File: src/design/lkv_pkg.sv
// Shared types and constants for the LRU key/value cache.
package lkv_pkg;

	// Number of entry slots
	localparam int ENTRIES = 16;
	localparam int IDX_W = (ENTRIES > 1) ? $clog2(ENTRIES) : 1;
	localparam int AGE_W = IDX_W;
	localparam int CNT_W = $clog2(ENTRIES + 1);
	localparam int CAP_W = 5;
	localparam int DATA_W = 32;

	typedef logic [IDX_W-1:0] idx_t;
	typedef logic [AGE_W-1:0] age_t;
	typedef logic [CNT_W-1:0] cnt_t;
	typedef logic [CAP_W-1:0] cap_t;
	typedef logic signed [DATA_W-1:0] word_t;

	// Action codes
	localparam logic ACT_GET = 1'b0;
	localparam logic ACT_PUT = 1'b1;

	// Capacity after reset
	localparam cap_t CAP_RESET = cap_t'(16);

	// Value returned on a get miss
	localparam word_t MISS_VALUE = '1;

	typedef struct packed {
		logic  action;
		word_t key;
		word_t value;
	} req_t;

	typedef struct packed {
		logic  found;
		word_t read_value;
	} rsp_t;

	// Search results over the entry table
	typedef struct packed {
		logic hit;
		idx_t hit_idx;
		logic fill;
		idx_t free_idx;
		idx_t old_idx;
	} lookup_t;

endpackage

File: src/design/lkv_lookup.sv
// Parallel key match, free slot and oldest entry search over the table.
module lkv_lookup (
	input  lkv_pkg::word_t   key,
	input  lkv_pkg::cap_t    cap,
	input  lkv_pkg::word_t   entry_key [lkv_pkg::ENTRIES],
	input  logic [lkv_pkg::ENTRIES-1:0] entry_valid,
	input  lkv_pkg::age_t    entry_age [lkv_pkg::ENTRIES],
	input  lkv_pkg::cnt_t    count,
	output lkv_pkg::lookup_t result
);

	lkv_pkg::cnt_t eff_cap;
	lkv_pkg::cnt_t oldest_age;

	// Clamp capacity to 1 .. ENTRIES
	always_comb begin
		if (cap == '0) begin
			eff_cap = lkv_pkg::cnt_t'(1);
		end else if (int'(cap) > lkv_pkg::ENTRIES) begin
			eff_cap = lkv_pkg::cnt_t'(lkv_pkg::ENTRIES);
		end else begin
			eff_cap = lkv_pkg::cnt_t'(cap);
		end
	end

	// Valid ages form 0 .. count-1, so the oldest holds count-1
	assign oldest_age = count - lkv_pkg::cnt_t'(1);

	// Priority encoders: scan high to low so the lowest slot wins
	always_comb begin
		result = '0;
		for (int i = lkv_pkg::ENTRIES - 1; i >= 0; i--) begin
			if (entry_valid[i] && entry_key[i] == key) begin
				result.hit     = 1'b1;
				result.hit_idx = lkv_pkg::idx_t'(i);
			end
			if (!entry_valid[i]) begin
				result.free_idx = lkv_pkg::idx_t'(i);
			end
			if (entry_valid[i] && lkv_pkg::cnt_t'(entry_age[i]) == oldest_age) begin
				result.old_idx = lkv_pkg::idx_t'(i);
			end
		end
		result.fill = (count < eff_cap);
	end

endmodule

File: src/design/lkv_table.sv
// Entry table: keys, data, valid bits, ages and fill count, with LRU update.
module lkv_table (
	input  logic          clk,
	input  logic          arst_n,
	input  logic          upd_en,
	input  lkv_pkg::req_t req,
	input  lkv_pkg::cap_t cap,
	output lkv_pkg::rsp_t rsp
);

	lkv_pkg::word_t   key_q   [lkv_pkg::ENTRIES];
	lkv_pkg::word_t   data_q  [lkv_pkg::ENTRIES];
	logic [lkv_pkg::ENTRIES-1:0] valid_q;
	lkv_pkg::age_t    age_q   [lkv_pkg::ENTRIES];
	lkv_pkg::cnt_t    count_q;

	lkv_pkg::lookup_t lk;
	logic             is_put;
	logic             do_fill;
	logic             do_touch;
	lkv_pkg::idx_t    tgt;
	lkv_pkg::cnt_t    thresh;

	lkv_lookup u_lookup (
		.key         (req.key),
		.cap         (cap),
		.entry_key   (key_q),
		.entry_valid (valid_q),
		.entry_age   (age_q),
		.count       (count_q),
		.result      (lk)
	);

	// Pick the target slot and the age threshold below which entries grow older
	always_comb begin
		is_put   = (req.action == lkv_pkg::ACT_PUT);
		do_fill  = is_put && !lk.hit && lk.fill;
		do_touch = lk.hit || is_put;
		if (lk.hit) begin
			tgt = lk.hit_idx;
		end else if (do_fill) begin
			tgt = lk.free_idx;
		end else begin
			tgt = lk.old_idx;
		end
		// a fill ages every valid entry; otherwise those younger than the target
		thresh = do_fill ? count_q : lkv_pkg::cnt_t'(age_q[tgt]);
	end

	// Get response
	always_comb begin
		rsp.found      = lk.hit;
		rsp.read_value = lk.hit ? data_q[lk.hit_idx] : lkv_pkg::MISS_VALUE;
	end

	// Control state: valid bits, ages, fill count
	always_ff @(posedge clk or negedge arst_n) begin
		if (!arst_n) begin
			valid_q <= '0;
			count_q <= '0;
			for (int i = 0; i < lkv_pkg::ENTRIES; i++) begin
				age_q[i] <= '0;
			end
		end else if (upd_en && do_touch) begin
			for (int i = 0; i < lkv_pkg::ENTRIES; i++) begin
				if (lkv_pkg::idx_t'(i) == tgt) begin
					age_q[i] <= '0;
				end else if (valid_q[i] && lkv_pkg::cnt_t'(age_q[i]) < thresh) begin
					age_q[i] <= lkv_pkg::age_t'(age_q[i] + 1'b1);
				end
			end
			if (is_put) begin
				valid_q[tgt] <= 1'b1;
			end
			if (do_fill) begin
				count_q <= count_q + lkv_pkg::cnt_t'(1);
			end
		end
	end

	// Payload: key and data written on put
	always_ff @(posedge clk) begin
		if (upd_en && is_put) begin
			key_q[tgt]  <= req.key;
			data_q[tgt] <= req.value;
		end
	end

endmodule

File: src/design/lru_key_value_cache.sv
// Top level of the LRU key/value cache: input stage, table and result register.
//
//   channel | direction | handshake             | payload
//   req     | in        | req_valid / req_stall | req  (action, key, value)
//   rsp     | out       | rsp_valid / rsp_stall | rsp  (found, read_value)
//   cfg     | in        | cfg_wr_en             | cfg_wr_data (capacity_in_use)
//
// One item per cycle while the input stage is not stalled. In the input stage,
// all entries compare in parallel and the ages update; a get's result is
// registered and shows the cycle after it leaves. Puts give no result.
// Reset clears valid bits, ages and fill count; capacity returns to 16.
// A get waits in the input stage only while the result register is full and
// stalled; puts pass regardless.
module lru_key_value_cache (
	input  logic          clk,
	input  logic          arst_n,
	input  logic          req_valid,
	output logic          req_stall,
	input  lkv_pkg::req_t req,
	output logic          rsp_valid,
	input  logic          rsp_stall,
	output lkv_pkg::rsp_t rsp,
	input  logic          cfg_wr_en,
	input  lkv_pkg::cap_t cfg_wr_data
);

	logic          valid_s1;
	lkv_pkg::req_t req_s1;
	logic          rsp_valid_q;
	lkv_pkg::rsp_t rsp_q;
	lkv_pkg::cap_t cap_q;
	lkv_pkg::rsp_t tbl_rsp;
	logic          is_get_s1;
	logic          go_s1;

	// A get may move on only when the result register can take it
	assign is_get_s1 = (req_s1.action == lkv_pkg::ACT_GET);
	assign go_s1     = !(is_get_s1 && rsp_valid_q && rsp_stall);
	assign req_stall = valid_s1 && !go_s1;
	assign rsp_valid = rsp_valid_q;
	assign rsp       = rsp_q;

	// Capacity register
	always_ff @(posedge clk or negedge arst_n) begin
		if (!arst_n) begin
			cap_q <= lkv_pkg::CAP_RESET;
		end else if (cfg_wr_en) begin
			cap_q <= cfg_wr_data;
		end
	end

	// Input stage
	always_ff @(posedge clk or negedge arst_n) begin
		if (!arst_n) begin
			valid_s1 <= 1'b0;
		end else if (!req_stall) begin
			valid_s1 <= req_valid;
		end
	end

	always_ff @(posedge clk) begin
		if (req_valid && !req_stall) begin
			req_s1 <= req;
		end
	end

	lkv_table u_table (
		.clk    (clk),
		.arst_n (arst_n),
		.upd_en (valid_s1 && go_s1),
		.req    (req_s1),
		.cap    (cap_q),
		.rsp    (tbl_rsp)
	);

	// Result register
	always_ff @(posedge clk or negedge arst_n) begin
		if (!arst_n) begin
			rsp_valid_q <= 1'b0;
		end else if (valid_s1 && go_s1 && is_get_s1) begin
			rsp_valid_q <= 1'b1;
		end else if (!rsp_stall) begin
			rsp_valid_q <= 1'b0;
		end
	end

	always_ff @(posedge clk) begin
		if (valid_s1 && go_s1 && is_get_s1) begin
			rsp_q <= tbl_rsp;
		end
	end

endmodule

File: config.mk
export PLATFORM = sky130hd
export DESIGN_NAME = lru_key_value_cache
export DESIGN_NICKNAME = d
export VERILOG_FILES = /design/src/design/lkv_pkg.sv /design/src/design/lkv_lookup.sv /design/src/design/lkv_table.sv /design/src/design/lru_key_value_cache.sv
export SDC_FILE = /design/constraint.sdc
export NUM_CORES = 2
export LEC_CHECK = 0
export ABC_AREA = 1
export BUFFER_PORTS_ARGS = -buffer_cell sky130_fd_sc_hd__buf_2
export CORE_MARGIN = 4
export CORE_UTILIZATION = 55
export CTS_CLUSTER_SIZE = 40
export DETAILED_ROUTE_END_ITERATION = 7
export PLACE_DENSITY_LB_ADDON = 0.12
export SLEW_MARGIN = 30
export SYNTH_ARGS = -nofsm -noshare
export SYNTH_HDL_FRONTEND = slang
export SYNTH_SLANG_ARGS = --single-unit
File: constraint.sdc
create_clock -name clk -period 6.7 [get_ports clk]
set_input_delay 1.34 -clock clk [delete_from_list [all_inputs] [get_ports clk]]
set_output_delay 1.34 -clock clk [all_outputs]
set_load 0.03 [all_outputs]
**Word-level counts from Yosys, hierarchy flattened**

Memory sizes are Yosys's and may differ from the RTL's. A register that Yosys moved wholly into a read port is not among the register bits.
Index checks and enable logic that the tools add are counted.

- $add $sub $neg: 18
- $lt $le $gt $ge: 22
- Equality and inequality tests: 48
- Mux-type cells: 97
- Bitwise operators: 3
- Reductions and logical operators: 101

Operators by type and width:

| operator | count |
|---|---|
| $bwmux 512 | 1 |
| $eq 32x32->1 | 16 |
| $mux 4 | 68 |
| $demux 32 s4 | 1 |
| $mux 5 | 19 |
| $eq 4x5->1 | 16 |
| $lt 4x5->1 | 16 |
| $add 4x1->4 const B | 16 |
| $logic_and 1x1->1 | 60 |
| $reduce_and 2->1 | 18 |
| $eq 4x4->1 const A | 8 |
| $mux 32 | 1 |
| $reduce_bool 2->1 | 16 |
| $bmux 4 s4 | 1 |
| $eq 3x4->1 const A | 4 |
| $or 16x16->16 | 1 |
| $eq 2x4->1 const A | 2 |
| $add 5x1->5 const B | 1 |
| $ge 5x5->1 const B | 1 |
| $gt 5x5->1 const B | 1 |
| $logic_not 5->1 | 1 |
| $lt 4x5->1 const B | 1 |
| $lt 5x1->1 const B | 1 |
| $lt 5x5->1 | 1 |
| other kinds (11) | 18 |

- Register bits after elaboration: 670
- RAM bits: 512
- Input port bits: 75
- Output and inout bits: 35
- Word-level logic and storage cells: 331
- Memories kept: 1

Memories:

| name | depth | width | read ports | clocked after memory_dff | wr ports | line | RTL |
|---|---|---|---|---|---|---|---|
| u_table.data_q | 16 | 32 | 1 | 1 | 1 | lkv_table.sv:12 | `lkv_pkg::word_t data_q [lkv_pkg::ENTRIES];` |

**Logic depth before layout (Yosys ltp)**

- Depth after elaboration: 32
- Gate-level depth with buffers: 46
- Gate-level depth less buffers: 43

**Modules after synthesis**

A second synthesis with hierarchy kept.

- Cell total of the unflattened synthesis: 4,576
- Area total of the unflattened synthesis: 53,508.8 sq um

By module, submodules not included:

| module | instances | cells each | area each (sq um) | seq. area each (sq um) |
|---|---|---|---|---|
| lkv_table | 1 | 2,888 | 41,782.6 | 32,876.5 |
| lkv_lookup | 1 | 1,555 | 8,480.6 | 0.0 |
| lru_key_value_cache | 1 | 133 | 3,245.6 | 3,119.2 |

**Worst setup path before layout**

No wires, ideal clock.

- Path type: register to register
- Start: reg u_table.count_q[0]
- End: mem u_table.data_q[13][0] (netlist bit) (enable)
- Library setup time: 0.486 ns
- Arrival: 6.121 ns
- Data required time: 6.214 ns
- Setup slack: 0.093 ns
- Cell stages (with the launch flop): 27
- Buffers on the path: 6
- Period minus slack after synthesis: 6.607 ns
- Cell sequence: dfrtp_1 -> buf_4 -> inv_2 -> buf_4 -> buf_4 -> ha_1 -> buf_2 -> buf_2 -> nor2_1 -> a2111oi_0 -> inv_1 -> nor4_2 -> inv_1 -> nand2_1 -> nand2_1 -> nand2_1 -> nand2_1 -> nand2_1 -> nand2_1 -> nand2_4 -> nand2_8 -> nor2_2 -> inv_1 -> buf_1 -> nor2_1 -> inv_1 -> nor2_1

- Longest elaborated chain between the ends: 21
- Elaborated cells between the ends (all ways): 53
- Those cells by class: 1 x add/sub; 1 x order compare; 16 x eq/ne; 18 x mux; 17 x reduce/logical

RTL lines:

| item | line | RTL |
|---|---|---|
| from (decl) | lkv_table.sv:15 | `lkv_pkg::cnt_t count_q;` |
| from (signal assigned) | lkv_table.sv:76 | `count_q <= count_q + lkv_pkg::cnt_t'(1);` |
| $sub 5x1->5 * | lkv_lookup.sv:27 | `assign oldest_age = count - lkv_pkg::cnt_t'(1);` |
| named net u_table.u_lookup.oldest_age[0] | lkv_lookup.sv:13 | `lkv_pkg::cnt_t oldest_age;` |
| $eq 4x5->1 | lkv_lookup.sv:40 | `if (entry_valid[i] && lkv_pkg::cnt_t'(entry_age[i]) == oldest_age) begin` |
| $logic_and 1x1->1 | lkv_lookup.sv:40 |  |
| $mux 4 (15 in a row) | lkv_lookup.sv:40 |  |
| $mux 4 * | lkv_lookup.sv:40 |  |
| $mux 4 * | lkv_table.sv:41 | `end else if (do_fill) begin` |
| $mux 4 * | lkv_table.sv:39 | `if (lk.hit) begin` |
| to (decl) | lkv_table.sv:12 |  |

The timed path passes the listed nets; every way through them passes the cells marked *.

**Final worst setup path**

- Start: reg req_s1[45] (netlist bit)
- End: reg u_table.age_q[52] (netlist bit)

- Longest elaborated chain between the ends: 32
- Elaborated cells between the ends (all ways): 66
- Those cells by class: 1 x order compare; 17 x eq/ne; 23 x mux; 1 x bitwise; 24 x reduce/logical

RTL lines:

| item | line | RTL |
|---|---|---|
| from (decl) | lru_key_value_cache.sv:28 | `lkv_pkg::req_t req_s1;` |
| from (signal assigned) | lru_key_value_cache.sv:63 | `req_s1 <= req;` |
| $eq 32x32->1 | lkv_lookup.sv:33 | `if (entry_valid[i] && entry_key[i] == key) begin` |
| $logic_and 1x1->1 | lkv_lookup.sv:33 |  |
| $mux 5 (15 in a row) | lkv_lookup.sv:33 |  |
| $mux 5 * | lkv_lookup.sv:33 |  |
| $logic_not 1->1 | lkv_table.sv:37 | `do_fill = is_put && !lk.hit && lk.fill;` |
| $logic_and 1x1->1 (2 in a row) | lkv_table.sv:37 |  |
| $mux 4 | lkv_table.sv:41 |  |
| $mux 4 | lkv_table.sv:39 |  |
| $not 4->5 (not written as such) | lkv_table.sv:47 | `thresh = do_fill ? count_q : lkv_pkg::cnt_t'(age_q[tgt]);` |
| $bmux 4 s4 | lkv_table.sv:47 |  |
| $mux 4 (not written as such) (2 in a row) | lkv_table.sv:47 |  |
| $mux 5 | lkv_table.sv:47 |  |
| $lt 4x5->1 | lkv_table.sv:68 | `end else if (valid_q[i] && lkv_pkg::cnt_t'(age_q[i]) < thresh) begin` |
| $logic_and 1x1->1 | lkv_table.sv:68 |  |
| $reduce_bool 2->1 (no line) | n/a |  |
| $reduce_and 2->1 (no line) | n/a |  |
| to (signal, indexed assignment) | lkv_table.sv:69 | `age_q[i] <= lkv_pkg::age_t'(age_q[i] + 1'b1);` |
| to (decl) | lkv_table.sv:14 | `lkv_pkg::age_t age_q [lkv_pkg::ENTRIES];` |

Mark *: on every way between the ends. The rest lies on a longest branch, timed or not. The select of a mux whose other input is x is not followed.
A chain may end at the register's enable or synchronous reset.

==> out/metrics.yaml <==
status: "complete, no violations"
finalSetupTns_ns: 0
use_met3_pct: 5.710
ctsHtreeMaxLevel: 4
period_share_pct: 95.38
cts_root_buf: "clkbuf_16"
worstPathMaxFanout: 23
crit_start: "req_s1[45]$_DFFE_PP_"
area_growth_pct: 12.20
viasPerCell: 5.952
required_ns: 7.32
fin_ws_ns: 0.3096
max_freq_ghz: 0.1565
vias: 36830
worstRegToRegCells: 31
leakage_nw: 22.15
drv_slew: 0
synth-warning-count: 0
worstPathArrival_ns: 7.01
grt.busiest_layer: "met2"
critPathLaunchType: "register"
drt_iter0_markers: 4911
routabilityCongestion: 0.9347
r2r-end: "u_table.age_q[52]$_DFFE_PN0P_"
placementRows: 114
grt_pass1_vias: 34530
cts_setup_buffers: 0
multi_input_area_mm2: 0.01545
maxSlewHeadroom_pct: 38.35
r2r_start: "req_s1[45]$_DFFE_PP_"
hold_slack_ns: 0.5296
ys_async_sr_fraction_pct: 7.578
hold_viol: 0
yosysSeqAreaShare_pct: 67.15
avgSynthCellArea_um2: 11.57
coreArea_mm2: 0.09671
hp-start: "cap_q[0]$_DFFE_PN0P_"
gr-usage-met2_pct: 45.36
ff2ff_setup_slack_ns: 0.31
critPathSlowestCell: "inv_2"
hpwl_um: 91900
die_y_um: 320.2
setup_viol: 0
synth_enable_flop_cells: 1122
drive_above_1_share_pct: 11.58
cts_hold_buf: 0
rsz0062_at_grt: "false"
fillerInstances: 7656
drtAntennaViolNets: 0
overflow: 0
initial_core_util_pct: 55.43
tightest_slew_ns: 0.9247
clk_pin_slew_ns: 0.06
power_density_mw_per_mm2: 341.5
firstDrtPassIters: 6
grt_pass1_wl_um: 226000
insertion_delay_ns: 0.74
synth.distinct_cells: 71
synthCells: 4632
synth.net_count: 4777
clock_sinks: 1214
mappedNetlistArea_mm2: 0.05360
cts_inserted_buffers: 130
cts_max_path_buffers: 3
track_usage_pct: 29.84
regArea_mm2: 0.03600
ioPinCount: 110
antenna_found_initial: 2
avgRoutedWirePerCell_um: 24.98
hold_path_depth: 1
crit_type: "register to register"
vdd_drop_max_v: 0.0002092
hold_class: "register to register"
worst_setup_path_end_kind: "register"
ys_top_cells_by_area: "edfxtp_1, nand2_1, dfrtp_1"
hold_end: "cap_q[0]$_DFFE_PN0P_"
cts_resized: 0
yosysTopAreaCell: "edfxtp_1"
ys_ff_latch: 1214
cts_tree: "yes"
io_buffers: 109
grt_max_degree: 203
ys.flop_type: "edfxtp_1"
grt_use_met1_pct: 43.59
pre_cts_ws_ns: 0.3368
maxCapViolCount: 0
max_stage_delay_ns: 0.54
wirelength_um: 154600
synth.top_cell.area_share_pct: 62.86
min_period_ns: 6.390
fin_skew_ns: 0.02584
drc: 0
die_area_mm2: 0.1025
nNetsFinal: 4954
die_x_um: 320.2
[critical path: cells and delay by family (launching register included)]
| family | cells | cell delay (ns) |
|---|---|---|
| simple gates | 15 | 2.30 |
| flops | 1 | 0.39 |
| compound gates | 10 | 1.88 |
| buf+inv | 5 | 1.47 |
| fa+ha+maj | 1 | 0.19 |
[registers in the layout, summed over array words and instances, names as in the netlist]
name             flops
cap_q                5
req_s1              65
rsp                 33
rsp_valid            1
u_table.age_q       64
u_table.count_q      5
u_table.data_q     512
u_table.key_q      512
u_table.valid_q     16
valid_s1             1
[power by group]
part | switching [mW] | internal [mW]
Clock | 2.92 | 3.91
Combinational | 2.99 | 1.44
Sequential | 0.391 | 8.89
[kinds of logic after synthesis]
logic type      synth area share [%]
simple gates                   15.18
flops                          67.15
compound gates                 8.228
buf+inv                        4.356
xor+xnor                       3.427
fa+ha+maj                      1.634
mux                          0.02101
[final cells by class]
cell class / instances / share of cell area, %
Multi-Input combinational cell: 2874 / 25.69
Timing Repair Buffer: 236 / 2.842
Clock buffer: 174 / 5.996
Tap cell: 1276 / 2.655
Inverter: 353 / 2.255
Sequential cell: 1214 / 59.85
Antenna cell: 1 / 0.004161
Clock inverter: 61 / 0.7094
[layer usage]
metal,up-vias,part of all wire (%)
li1,16770,-
met5,-,0
met2,1884,45
met4,0,3.1
met3,280,9.9
met1,17900,42
[cell usage after synthesis, types with 29 or more instances]
library cell,instances
dfrtp_1,91
a21oi_1,151
edfxtp_1,1122
nand3_1,262
a211oi_1,61
nand4_1,59
o21ai_1,58
inv_1,315
buf_2,47
nand2_1,1080
or2_2,29
nor2_1,236
xor2_1,102
nor3_1,47
a221oi_1,32
xnor2_1,99
o22ai_1,78
nor4_1,36
ha_1,70
o21ai_0,216
clkbuf_1,93
a31oi_1,51
inv_2,30
[cells in the final DEF (no fill, tap or decap), types with 10 or more instances in the layout]
| cell | n |
|---|---|
| nand4_1 | 59 |
| a211oi_1 | 61 |
| buf_4 | 110 |
| edfxtp_1 | 1122 |
| o211ai_1 | 12 |
| a21oi_1 | 151 |
| o21ai_1 | 58 |
| xnor2_1 | 99 |
| nand3_1 | 262 |
| o22ai_1 | 78 |
| o2111ai_1 | 21 |
| nor4_1 | 36 |
| nand3b_1 | 12 |
| xor2_1 | 102 |
| or2_1 | 14 |
| ha_1 | 70 |
| clkbuf_16 | 136 |
| nand2_2 | 28 |
| inv_1 | 312 |
| nor3_1 | 47 |
| a22o_1 | 15 |
| nor2_1 | 219 |
| or2_0 | 10 |
| a31oi_1 | 51 |
| buf_2 | 108 |
| inv_2 | 28 |
| nor2_4 | 20 |
| dfrtp_1 | 91 |
| buf_12 | 16 |
| clkinv_1 | 34 |
| o21bai_1 | 12 |
| o21ai_0 | 216 |
| clkinv_2 | 16 |
| and3_1 | 12 |
| nand2_1 | 1078 |
| or2_2 | 29 |
| nor2_2 | 10 |
| clkbuf_1 | 32 |
| a221oi_1 | 32 |
[worst max path at each step]
stage / endpoint / slack [ns]
after floorplan: u_table.data_q[13][0]$_DFFE_PP_ / 0.09
after global placement: u_table.age_q[42]$_DFFE_PN0P_ / 0.45
after detailed placement: u_table.age_q[52]$_DFFE_PN0P_ / 0.34
after CTS: u_table.age_q[52]$_DFFE_PN0P_ / 0.32
after global routing: u_table.age_q[52]$_DFFE_PN0P_ / 0.02
final: u_table.age_q[52]$_DFFE_PN0P_ / 0.31
[stage by stage]
stage	util (%)	instance area, µm²	total power, mW	std cells
final	62.19	60140	20.54	6189
after global routing	62.19	60140	21.49	6188
after CTS	62.16	60120	20.54	6188
after detailed placement	57.99	56080	13.76	5953
after global placement	57.99	56080	13.67	5953
after floorplan	-	53600	12.32	4632
(Power assumes the default switching activity.)
